`config.mk`:
```
export PLATFORM = sky130hd
export DESIGN_NAME = varint_length_type_deframer
export DESIGN_NICKNAME = d
export VERILOG_FILES = /design/src/vltd_pkg.sv /design/src/vltd_front.sv /design/src/vltd_queue.sv /design/src/vltd_back.sv /design/src/varint_length_type_deframer.sv
export SDC_FILE = /design/constraint.sdc
export NUM_CORES = 1
export LEC_CHECK = 0
export BUFFER_PORTS_ARGS = -buffer_cell sky130_fd_sc_hd__buf_2
export CAP_MARGIN = 30
export CORE_MARGIN = 4
export CORE_UTILIZATION = 30
export DETAILED_ROUTE_END_ITERATION = 6
export REMOVE_ABC_BUFFERS = 1
export SLEW_MARGIN = 15
export SYNTH_ARGS = -nofsm -noshare
export SYNTH_HDL_FRONTEND = slang
export SYNTH_SLANG_ARGS = --single-unit
```
`constraint.sdc`:
```
create_clock -name aclk -period 6.5 [get_ports aclk]
set_input_delay 1.3 -clock aclk [delete_from_list [all_inputs] [get_ports aclk]]
set_output_delay 1.3 -clock aclk [all_outputs]
set_load 0.05 [all_outputs]
```
`src/vltd_pkg.sv`:
```
`timescale 1ns / 1ps
// Shared types and constants for the varint length/type deframer.
// No dependencies; every other file of the block imports this package.
package vltd_pkg;

    // Result kinds carried on the result channel.
    localparam logic [1:0] KIND_HEADER  = 2'd0;
    localparam logic [1:0] KIND_PAYLOAD = 2'd1;
    localparam logic [1:0] KIND_FAULT   = 2'd2;

    // Fault codes reported in a fault result.
    localparam logic [1:0] FAULT_INDICATOR = 2'd0;
    localparam logic [1:0] FAULT_LENGTH    = 2'd1;
    localparam logic [1:0] FAULT_TYPE      = 2'd2;
    localparam logic [1:0] FAULT_HEADER    = 2'd3;

    // Byte that opens every frame.
    localparam logic [7:0] INDICATOR_BYTE = 8'h00;

    // Reset value of the maximum payload length register.
    localparam logic [15:0] MAX_LEN_RESET = 16'hFFFF;

    // Depth of the queue between parser and output stage.
    localparam int QUEUE_DEPTH = 4;
    localparam int QUEUE_PTR_W = $clog2(QUEUE_DEPTH);
    localparam int QUEUE_CNT_W = $clog2(QUEUE_DEPTH + 1);

    // One result record as produced by the parser.
    typedef struct packed {
        logic [1:0]  kind;
        logic [15:0] length;
        logic [15:0] msg_type;
        logic [7:0]  data;
        logic        frame_end;
        logic [1:0]  fault;
    } vltd_rec_t;

endpackage

```
`src/vltd_front.sv`:
```
`timescale 1ns / 1ps
// Parser front end: accepts stream bytes, decodes the frame header varints,
// checks limits and pushes one result record per result. Uses vltd_pkg.
module vltd_front #(
    parameter int HEADER_BUF_BYTES = 8
) (
    input  logic               aclk,
    input  logic               aresetn,
    input  logic               cfg_wr_en,
    input  logic [15:0]        cfg_wr_data,
    input  logic               s_valid,
    output logic               s_ready,
    input  logic [7:0]         s_rx_byte,
    input  logic               q_full,
    output logic               push,
    output vltd_pkg::vltd_rec_t push_rec
);
    import vltd_pkg::*;

    localparam int CNT_W = $clog2(HEADER_BUF_BYTES + 1);

    // Parse phase codes.
    localparam logic [2:0] PH_IND  = 3'd0;
    localparam logic [2:0] PH_LEN  = 3'd1;
    localparam logic [2:0] PH_TYPE = 3'd2;
    localparam logic [2:0] PH_PAY  = 3'd3;
    localparam logic [2:0] PH_DEAD = 3'd4;

    logic [2:0]       phase_reg, phase_next;
    logic [CNT_W-1:0] count_reg, count_next;
    logic [1:0]       group_reg, group_next;
    logic [15:0]      len_reg, len_next;
    logic [15:0]      typ_reg, typ_next;
    logic             big_reg, big_next;
    logic [15:0]      left_reg, left_next;
    logic [15:0]      max_len_reg;
    logic             accept;
    logic             emit;
    vltd_rec_t        rec;

    assign s_ready  = !q_full;
    assign accept   = s_valid && s_ready;
    assign push     = accept && emit;
    assign push_rec = rec;

    // Per-byte parser step.
    always_comb begin
        logic [CNT_W-1:0] cnt_inc;
        logic [15:0]      acc_cur;
        logic [15:0]      acc_new;
        logic             big_new;
        logic [6:0]       bits;
        logic [15:0]      left_dec;

        cnt_inc  = count_reg + CNT_W'(1);
        acc_cur  = (phase_reg == PH_LEN) ? len_reg : typ_reg;
        bits     = s_rx_byte[6:0];
        left_dec = left_reg - 16'd1;
        acc_new  = acc_cur;
        big_new  = big_reg;

        // Place the seven new bits by varint group; anything at bit 16 or
        // above marks the value as too large.
        case (group_reg)
            2'd0: acc_new = acc_cur | {9'd0, bits};
            2'd1: acc_new = acc_cur | {2'd0, bits, 7'd0};
            2'd2: begin
                acc_new = acc_cur | {bits[1:0], 14'd0};
                big_new = big_reg | (|bits[6:2]);
            end
            default: big_new = big_reg | (|bits);
        endcase

        phase_next = phase_reg;
        count_next = count_reg;
        group_next = group_reg;
        len_next   = len_reg;
        typ_next   = typ_reg;
        big_next   = big_reg;
        left_next  = left_reg;
        emit       = 1'b0;
        rec        = '0;

        case (phase_reg)
            PH_IND: begin
                if (s_rx_byte != INDICATOR_BYTE) begin
                    phase_next = PH_DEAD;
                    emit       = 1'b1;
                    rec.kind   = KIND_FAULT;
                    rec.fault  = FAULT_INDICATOR;
                end else begin
                    count_next = CNT_W'(1);
                    group_next = 2'd0;
                    len_next   = 16'd0;
                    typ_next   = 16'd0;
                    big_next   = 1'b0;
                    phase_next = PH_LEN;
                end
            end
            PH_LEN, PH_TYPE: begin
                count_next = cnt_inc;
                if (cnt_inc >= CNT_W'(HEADER_BUF_BYTES)) begin
                    phase_next = PH_DEAD;
                    emit       = 1'b1;
                    rec.kind   = KIND_FAULT;
                    rec.fault  = FAULT_HEADER;
                end else begin
                    big_next   = big_new;
                    group_next = (group_reg == 2'd3) ? 2'd3 : group_reg + 2'd1;
                    if (phase_reg == PH_LEN) begin
                        len_next = acc_new;
                        if (!s_rx_byte[7]) begin
                            if (big_new || (acc_new > max_len_reg)) begin
                                phase_next = PH_DEAD;
                                emit       = 1'b1;
                                rec.kind   = KIND_FAULT;
                                rec.fault  = FAULT_LENGTH;
                            end else begin
                                group_next = 2'd0;
                                phase_next = PH_TYPE;
                            end
                        end
                    end else begin
                        typ_next = acc_new;
                        if (!s_rx_byte[7]) begin
                            emit = 1'b1;
                            if (big_new) begin
                                phase_next = PH_DEAD;
                                rec.kind   = KIND_FAULT;
                                rec.fault  = FAULT_TYPE;
                            end else begin
                                group_next    = 2'd0;
                                count_next    = '0;
                                left_next     = len_reg;
                                rec.kind      = KIND_HEADER;
                                rec.length    = len_reg;
                                rec.msg_type  = acc_new;
                                rec.frame_end = (len_reg == 16'd0);
                                phase_next    = (len_reg == 16'd0) ? PH_IND : PH_PAY;
                            end
                        end
                    end
                end
            end
            PH_PAY: begin
                left_next     = left_dec;
                emit          = 1'b1;
                rec.kind      = KIND_PAYLOAD;
                rec.length    = len_reg;
                rec.msg_type  = typ_reg;
                rec.data      = s_rx_byte;
                rec.frame_end = (left_dec == 16'd0);
                if (left_dec == 16'd0) begin
                    phase_next = PH_IND;
                end
            end
            default: begin
                // After a fault every byte is dropped until reset.
                emit = 1'b0;
            end
        endcase
    end

    // Parser state and the configuration register.
    always_ff @(posedge aclk) begin
        if (!aresetn) begin
            phase_reg   <= PH_IND;
            count_reg   <= '0;
            group_reg   <= 2'd0;
            len_reg     <= 16'd0;
            typ_reg     <= 16'd0;
            big_reg     <= 1'b0;
            left_reg    <= 16'd0;
            max_len_reg <= MAX_LEN_RESET;
        end else begin
            if (cfg_wr_en) begin
                max_len_reg <= cfg_wr_data;
            end
            if (accept) begin
                phase_reg <= phase_next;
                count_reg <= count_next;
                group_reg <= group_next;
                len_reg   <= len_next;
                typ_reg   <= typ_next;
                big_reg   <= big_next;
                left_reg  <= left_next;
            end
        end
    end

    // A fault result always leaves the parser locked.
    assert property (@(posedge aclk) disable iff (!aresetn)
        (push && push_rec.kind == KIND_FAULT) |=> (phase_reg == PH_DEAD))
        else $error("fault result did not lock the parser");

    // Once locked, nothing more is pushed.
    assert property (@(posedge aclk) disable iff (!aresetn)
        (phase_reg == PH_DEAD) |-> !push)
        else $error("result pushed after a fault");

    // While payload bytes are pending the remaining count is never zero.
    assert property (@(posedge aclk) disable iff (!aresetn)
        (phase_reg == PH_PAY) |-> (left_reg != 16'd0))
        else $error("payload phase with no bytes left");

    // The header count stays below the buffer size while decoding varints.
    assert property (@(posedge aclk) disable iff (!aresetn)
        (phase_reg == PH_LEN || phase_reg == PH_TYPE)
            |-> (count_reg < CNT_W'(HEADER_BUF_BYTES)))
        else $error("header count reached the buffer size");

endmodule

```
`src/vltd_queue.sv`:
```
`timescale 1ns / 1ps
// Small register queue of result records between parser and output stage.
// Uses vltd_pkg for the record type and depth.
module vltd_queue (
    input  logic                aclk,
    input  logic                aresetn,
    input  logic                push,
    input  vltd_pkg::vltd_rec_t push_rec,
    output logic                full,
    input  logic                pop,
    output vltd_pkg::vltd_rec_t pop_rec,
    output logic                empty
);
    import vltd_pkg::*;

    vltd_rec_t              slot_reg [QUEUE_DEPTH];
    logic [QUEUE_PTR_W-1:0] wr_ptr_reg;
    logic [QUEUE_PTR_W-1:0] rd_ptr_reg;
    logic [QUEUE_CNT_W-1:0] count_reg;

    assign full    = (count_reg == QUEUE_CNT_W'(QUEUE_DEPTH));
    assign empty   = (count_reg == '0);
    assign pop_rec = slot_reg[rd_ptr_reg];

    // Record storage.
    always_ff @(posedge aclk) begin
        if (push) begin
            slot_reg[wr_ptr_reg] <= push_rec;
        end
    end

    // Pointers and fill count.
    always_ff @(posedge aclk) begin
        if (!aresetn) begin
            wr_ptr_reg <= '0;
            rd_ptr_reg <= '0;
            count_reg  <= '0;
        end else begin
            if (push) begin
                wr_ptr_reg <= wr_ptr_reg + QUEUE_PTR_W'(1);
            end
            if (pop) begin
                rd_ptr_reg <= rd_ptr_reg + QUEUE_PTR_W'(1);
            end
            if (push && !pop) begin
                count_reg <= count_reg + QUEUE_CNT_W'(1);
            end else if (pop && !push) begin
                count_reg <= count_reg - QUEUE_CNT_W'(1);
            end
        end
    end

endmodule

```
`src/vltd_back.sv`:
```
`timescale 1ns / 1ps
// Output stage: takes records from the queue, formats the fields for the
// result kind and holds them in the output register. Uses vltd_pkg.
module vltd_back (
    input  logic                aclk,
    input  logic                aresetn,
    input  logic                q_empty,
    input  vltd_pkg::vltd_rec_t q_rec,
    output logic                pop,
    output logic                m_valid,
    input  logic                m_ready,
    output logic [1:0]          m_result_kind,
    output logic [15:0]         m_payload_length,
    output logic [15:0]         m_message_kind,
    output logic [7:0]          m_payload_byte,
    output logic                m_frame_end,
    output logic [1:0]          m_fault_code
);
    import vltd_pkg::*;

    logic      valid_reg;
    vltd_rec_t out_reg;
    vltd_rec_t fmt;

    // Load a new record when the register is empty or being drained.
    assign pop = !q_empty && (!valid_reg || m_ready);

    // Clear the fields that do not belong to the record's kind.
    always_comb begin
        fmt = q_rec;
        if (q_rec.kind == KIND_FAULT) begin
            fmt.length    = 16'd0;
            fmt.msg_type  = 16'd0;
            fmt.frame_end = 1'b0;
        end else begin
            fmt.fault = 2'd0;
        end
        if (q_rec.kind != KIND_PAYLOAD) begin
            fmt.data = 8'd0;
        end
    end

    always_ff @(posedge aclk) begin
        if (pop) begin
            out_reg <= fmt;
        end
    end

    always_ff @(posedge aclk) begin
        if (!aresetn) begin
            valid_reg <= 1'b0;
        end else if (pop) begin
            valid_reg <= 1'b1;
        end else if (m_ready) begin
            valid_reg <= 1'b0;
        end
    end

    assign m_valid          = valid_reg;
    assign m_result_kind    = out_reg.kind;
    assign m_payload_length = out_reg.length;
    assign m_message_kind   = out_reg.msg_type;
    assign m_payload_byte   = out_reg.data;
    assign m_frame_end      = out_reg.frame_end;
    assign m_fault_code     = out_reg.fault;

endmodule

```
`src/varint_length_type_deframer.sv`:
```
`timescale 1ns / 1ps
// Top level of the varint length/type deframer.
// Instantiates vltd_front, vltd_queue and vltd_back; uses vltd_pkg.
//
// The block takes one stream byte per cycle, back to back, and each byte
// yields at most one result. A parser front end decodes the indicator, the
// length and type varints and the payload with one step of per-byte logic,
// and writes results into a four-entry queue; an output register takes them
// from there, so each result is registered in the queue and then in the
// output register before it is presented on the m_ channel. Input is
// stalled only when the queue is full, which happens only while m_ready is
// held low. After any fault result the block drops all input until reset.
// There is no start-up pass after reset.
module varint_length_type_deframer #(
    parameter int HEADER_BUF_BYTES = 8
) (
    input  logic        aclk,
    input  logic        aresetn,
    input  logic        cfg_wr_en,
    input  logic [15:0] cfg_wr_data,
    input  logic        s_valid,
    output logic        s_ready,
    input  logic [7:0]  s_rx_byte,
    output logic        m_valid,
    input  logic        m_ready,
    output logic [1:0]  m_result_kind,
    output logic [15:0] m_payload_length,
    output logic [15:0] m_message_kind,
    output logic [7:0]  m_payload_byte,
    output logic        m_frame_end,
    output logic [1:0]  m_fault_code
);
    import vltd_pkg::*;

    logic      push;
    logic      pop;
    logic      q_full;
    logic      q_empty;
    vltd_rec_t push_rec;
    vltd_rec_t pop_rec;

    // Parser front end.
    vltd_front #(
        .HEADER_BUF_BYTES(HEADER_BUF_BYTES)
    ) u_front (
        .aclk        (aclk),
        .aresetn     (aresetn),
        .cfg_wr_en   (cfg_wr_en),
        .cfg_wr_data (cfg_wr_data),
        .s_valid     (s_valid),
        .s_ready     (s_ready),
        .s_rx_byte   (s_rx_byte),
        .q_full      (q_full),
        .push        (push),
        .push_rec    (push_rec)
    );

    // Result queue.
    vltd_queue u_queue (
        .aclk     (aclk),
        .aresetn  (aresetn),
        .push     (push),
        .push_rec (push_rec),
        .full     (q_full),
        .pop      (pop),
        .pop_rec  (pop_rec),
        .empty    (q_empty)
    );

    // Output stage.
    vltd_back u_back (
        .aclk             (aclk),
        .aresetn          (aresetn),
        .q_empty          (q_empty),
        .q_rec            (pop_rec),
        .pop              (pop),
        .m_valid          (m_valid),
        .m_ready          (m_ready),
        .m_result_kind    (m_result_kind),
        .m_payload_length (m_payload_length),
        .m_message_kind   (m_message_kind),
        .m_payload_byte   (m_payload_byte),
        .m_frame_end      (m_frame_end),
        .m_fault_code     (m_fault_code)
    );

endmodule

```
==> results.json <==
{
  "outcome": "finished clean",
  "synth.yosys.seq_area_share_pct": 62.2,
  "path_clk_slew_ns": 0.06,
  "post_drt_wl_per_cell_um": 18.6,
  "ios": 76,
  "drc": 0,
  "top_usage_layer": "met2",
  "synth_top_cell_area_share_pct": 49.8,
  "postCtsSetupBuffers": 0,
  "initial_core_util_pct": 30.5,
  "fp.dieArea_um2": 48700,
  "rsz0062_at_grt": "no",
  "grtUsageMet1_pct": 17.2,
  "skew_ns": 0.0147,
  "finalCriticalPeriod_ns": 4.78,
  "ir_worst_vdd_uv": 200,
  "wirelength_mm": 32.2,
  "ys_seq_elements": 309,
  "numCtsBuffers": 34,
  "num_rows": 77,
  "synth_warnings": 0,
  "syn_avg_cell_area_um2": 13.0,
  "grt_pass1_wl_mm": 49.5,
  "synth_most_common_cell": "edfxtp_1",
  "power_density_nw_per_um2": 373,
  "dp_hpwl_mm": 21.9,
  "setup_viol": 0,
  "worstSetupStartpointType": "flip-flop",
  "ctsHoldBuffers": 0,
  "htreeDepth": 2,
  "tritoncts": "yes",
  "synth-main-ff-cell": "edfxtp_1",
  "largest_reg_flops": 180,
  "die_x_um": 221,
  "power.leakage_nw": 5.46,
  "synth.cells.most_frequent": "edfxtp_1, nand2_1, dfxtp_1, nor2b_1, a21oi_1",
  "worstHoldStart": "u_front.typ_reg[3]$_SDFFE_PN0P_",
  "io_buffers": 75,
  "fin_nets": 1166,
  "drive_above_1_share_pct": 22.8,
  "tightest_slew_ns": 0.951,
  "area_growth_pct": 15.4,
  "slew_violations": 0,
  "post_drt_via_cell_ratio": 4.82,
  "crit_fanout": 40,
  "grtUsageTotal_pct": 13.2,
  "grt_pass1_vias": 8233,
  "tns_ns": 0,
  "met3_usage_pct": 2.94,
  "fin_crit_sh_pct": 73.6,
  "n_fill_cell": 4327,
  "synth_edf_count": 225,
  "place_congestion": 0.870,
  "hold_viol": 0,
  "grtUsageMet2_pct": 22.0,
  "r2r_start": "u_front.phase_reg[1]$_SDFFE_PN0P_",
  "netlist_instances": 1045,
  "num_vias": 8346,
  "r2r_end": "u_queue.count_reg[2]$_SDFFE_PN0P_",
  "grt_overflow_total": 0,
  "critical_path_class": "reg -> reg",
  "ant_nets": 0,
  "die_h_um": 221,
  "max_freq_mhz": 209,
  "synth_area_leaders": "edfxtp_1, dfxtp_1, mux4_2",
  "antenna_found_initial": 4,
  "critPathRequiredTime_ns": 6.94,
  "rr_worst_depth": 17,
  "yosys.area.top_type": "edfxtp_1",
  "critical_path_arrival_ns": 5.22,
  "syn_area_um2": 13600,
  "dp_slack_ns": 1.37,
  "clock_path_buffers": 3,
  "synthArstFlopShare_pct": 0,
  "first_iter_violations": 643,
  "whs_path_depth": 2,
  "core_region_area_um2": 44500,
  "cts_root_buf": "clkbuf_16",
  "cts_resized": 0,
  "clk_latency_ns": 0.52,
  "setup.worst_path.end_class": "flip-flop",
  "drt-pass1-iter-count": 5,
  "synth_cell_types": 74,
  "slew_headroom_pct": 36.6,
  "ff2ff_setup_slack_ns": 1.72,
  "cts.sinks": 309,
  "hold_class": "reg -> reg",
  "cap_violations": 0,
  "grt_max_degree": 60,
  "final.setup.worst_slack_ns": 1.72,
  "holdPathEnd": "u_front.typ_reg[3]$_SDFFE_PN0P_"
}
## worst max path at each step
stage	endpoint	start
6_report	u_queue.count_reg[2]$_SDFFE_PN0P_	u_front.phase_reg[1]$_SDFFE_PN0P_
5_1_grt	u_queue.count_reg[2]$_SDFFE_PN0P_	u_front.phase_reg[1]$_SDFFE_PN0P_
4_1_cts	u_queue.count_reg[2]$_SDFFE_PN0P_	u_front.phase_reg[1]$_SDFFE_PN0P_
3_5_place_dp	u_queue.count_reg[2]$_SDFFE_PN0P_	s_rx_byte[0]
3_3_place_gp	u_queue.count_reg[2]$_SDFFE_PN0P_	s_rx_byte[0]
2_1_floorplan	u_queue.slot_reg[0][0]$_DFFE_PP_	u_front.phase_reg[0]$_SDFFE_PN0P_
## through the flow
stage               cell area, um2  power, W  cells  utilization, %  hold WS (ns)
floorplan                    13300   0.00372    980               -         0.444
global placement             14500   0.00411   1664            32.7         0.453
detailed placement           14600   0.00412   1665            32.7         0.458
CTS                          15600   0.00596   1727            35.1         0.467
global route                 15600   0.00613   1730            35.2         0.492
finish                       15700   0.00585   1732            35.2         0.468
## final cells by class
type | count | area [um2] | share of cell area [%]
clock inverter | 15 | 135 | 0.863
inverter | 47 | 176 | 1.13
multi-input combinational | 624 | 4680 | 29.9
timing repair buffer | 96 | 556 | 3.55
clock buffer | 47 | 920 | 5.87
tap | 592 | 741 | 4.73
sequential | 309 | 8440 | 53.9
antenna | 2 | 5.00 | 0.0320
## report_power, final
part | internal (W) | total [W] | switching [W]
registers | 0.00247 | 0.00257 | 0.0000969
logic | 0.000446 | 0.00146 | 0.00102
clock network | 0.00104 | 0.00182 | 0.000774
total | 0.00396 | 0.00585 | 0.00189
## routing by layer
layer  wire length [um]  up-vias
li1                   -     4001
met1              13900     4105
met2              15500      183
met3               1860       55
met4                883        2
met5                 13        -
## cells by family after synthesis
logic type,after synthesis,share of synthesized area (%)
multiplexers,48,7.69
AO/OA/AOI/OAI,187,9.64
buffers and inverters,112,3.53
XOR/XNOR,13,0.839
adder cells (fa/ha/maj),25,2.36
AND/OR/NAND/NOR,351,13.8
flip-flops,309,62.2
## cells in the final DEF (no fill, tap or decap), drive strengths merged, types with 4 or more instances in the layout
cell / synthesis / routed
a211oi: 5 / 5
a21oi: 73 / 73
a221oi: 16 / 16
and2: 24 / 24
and3: 9 / 9
buf: 24 / 96
clkbuf: 41 / 47
clkinv: 0 / 7
clkinvlp: 0 / 4
dfxtp: 84 / 84
edfxtp: 225 / 225
ha: 24 / 24
inv: 47 / 50
mux4: 45 / 45
nand2: 130 / 130
nand2b: 5 / 5
nand3: 13 / 13
nand4: 5 / 5
nor2: 53 / 53
nor2b: 64 / 64
nor3: 11 / 11
nor4: 11 / 11
o211ai: 22 / 22
o21ai: 29 / 29
o31ai: 8 / 8
or2: 4 / 4
xnor2: 6 / 6
xor2: 7 / 7
## critical path, cell delays in order, from the launching register on
cell	delay [ns]
dfxtp_1	0.42
nor3b_2	0.22
buf_4	0.41
nor2b_1	0.09
a221oi_1	0.36
inv_1	0.10
ha_1	0.34
nand4_1	0.16
nor4_1	0.36
a21boi_0	0.22
o31a_1	0.28
o311a_1	0.37
ha_1	0.23
inv_1	0.07
fa_1	0.43
xor2_1	0.18
or3_1	0.30
a21oi_1	0.15
No activity file was read; power rests on OpenSTA's default activity.
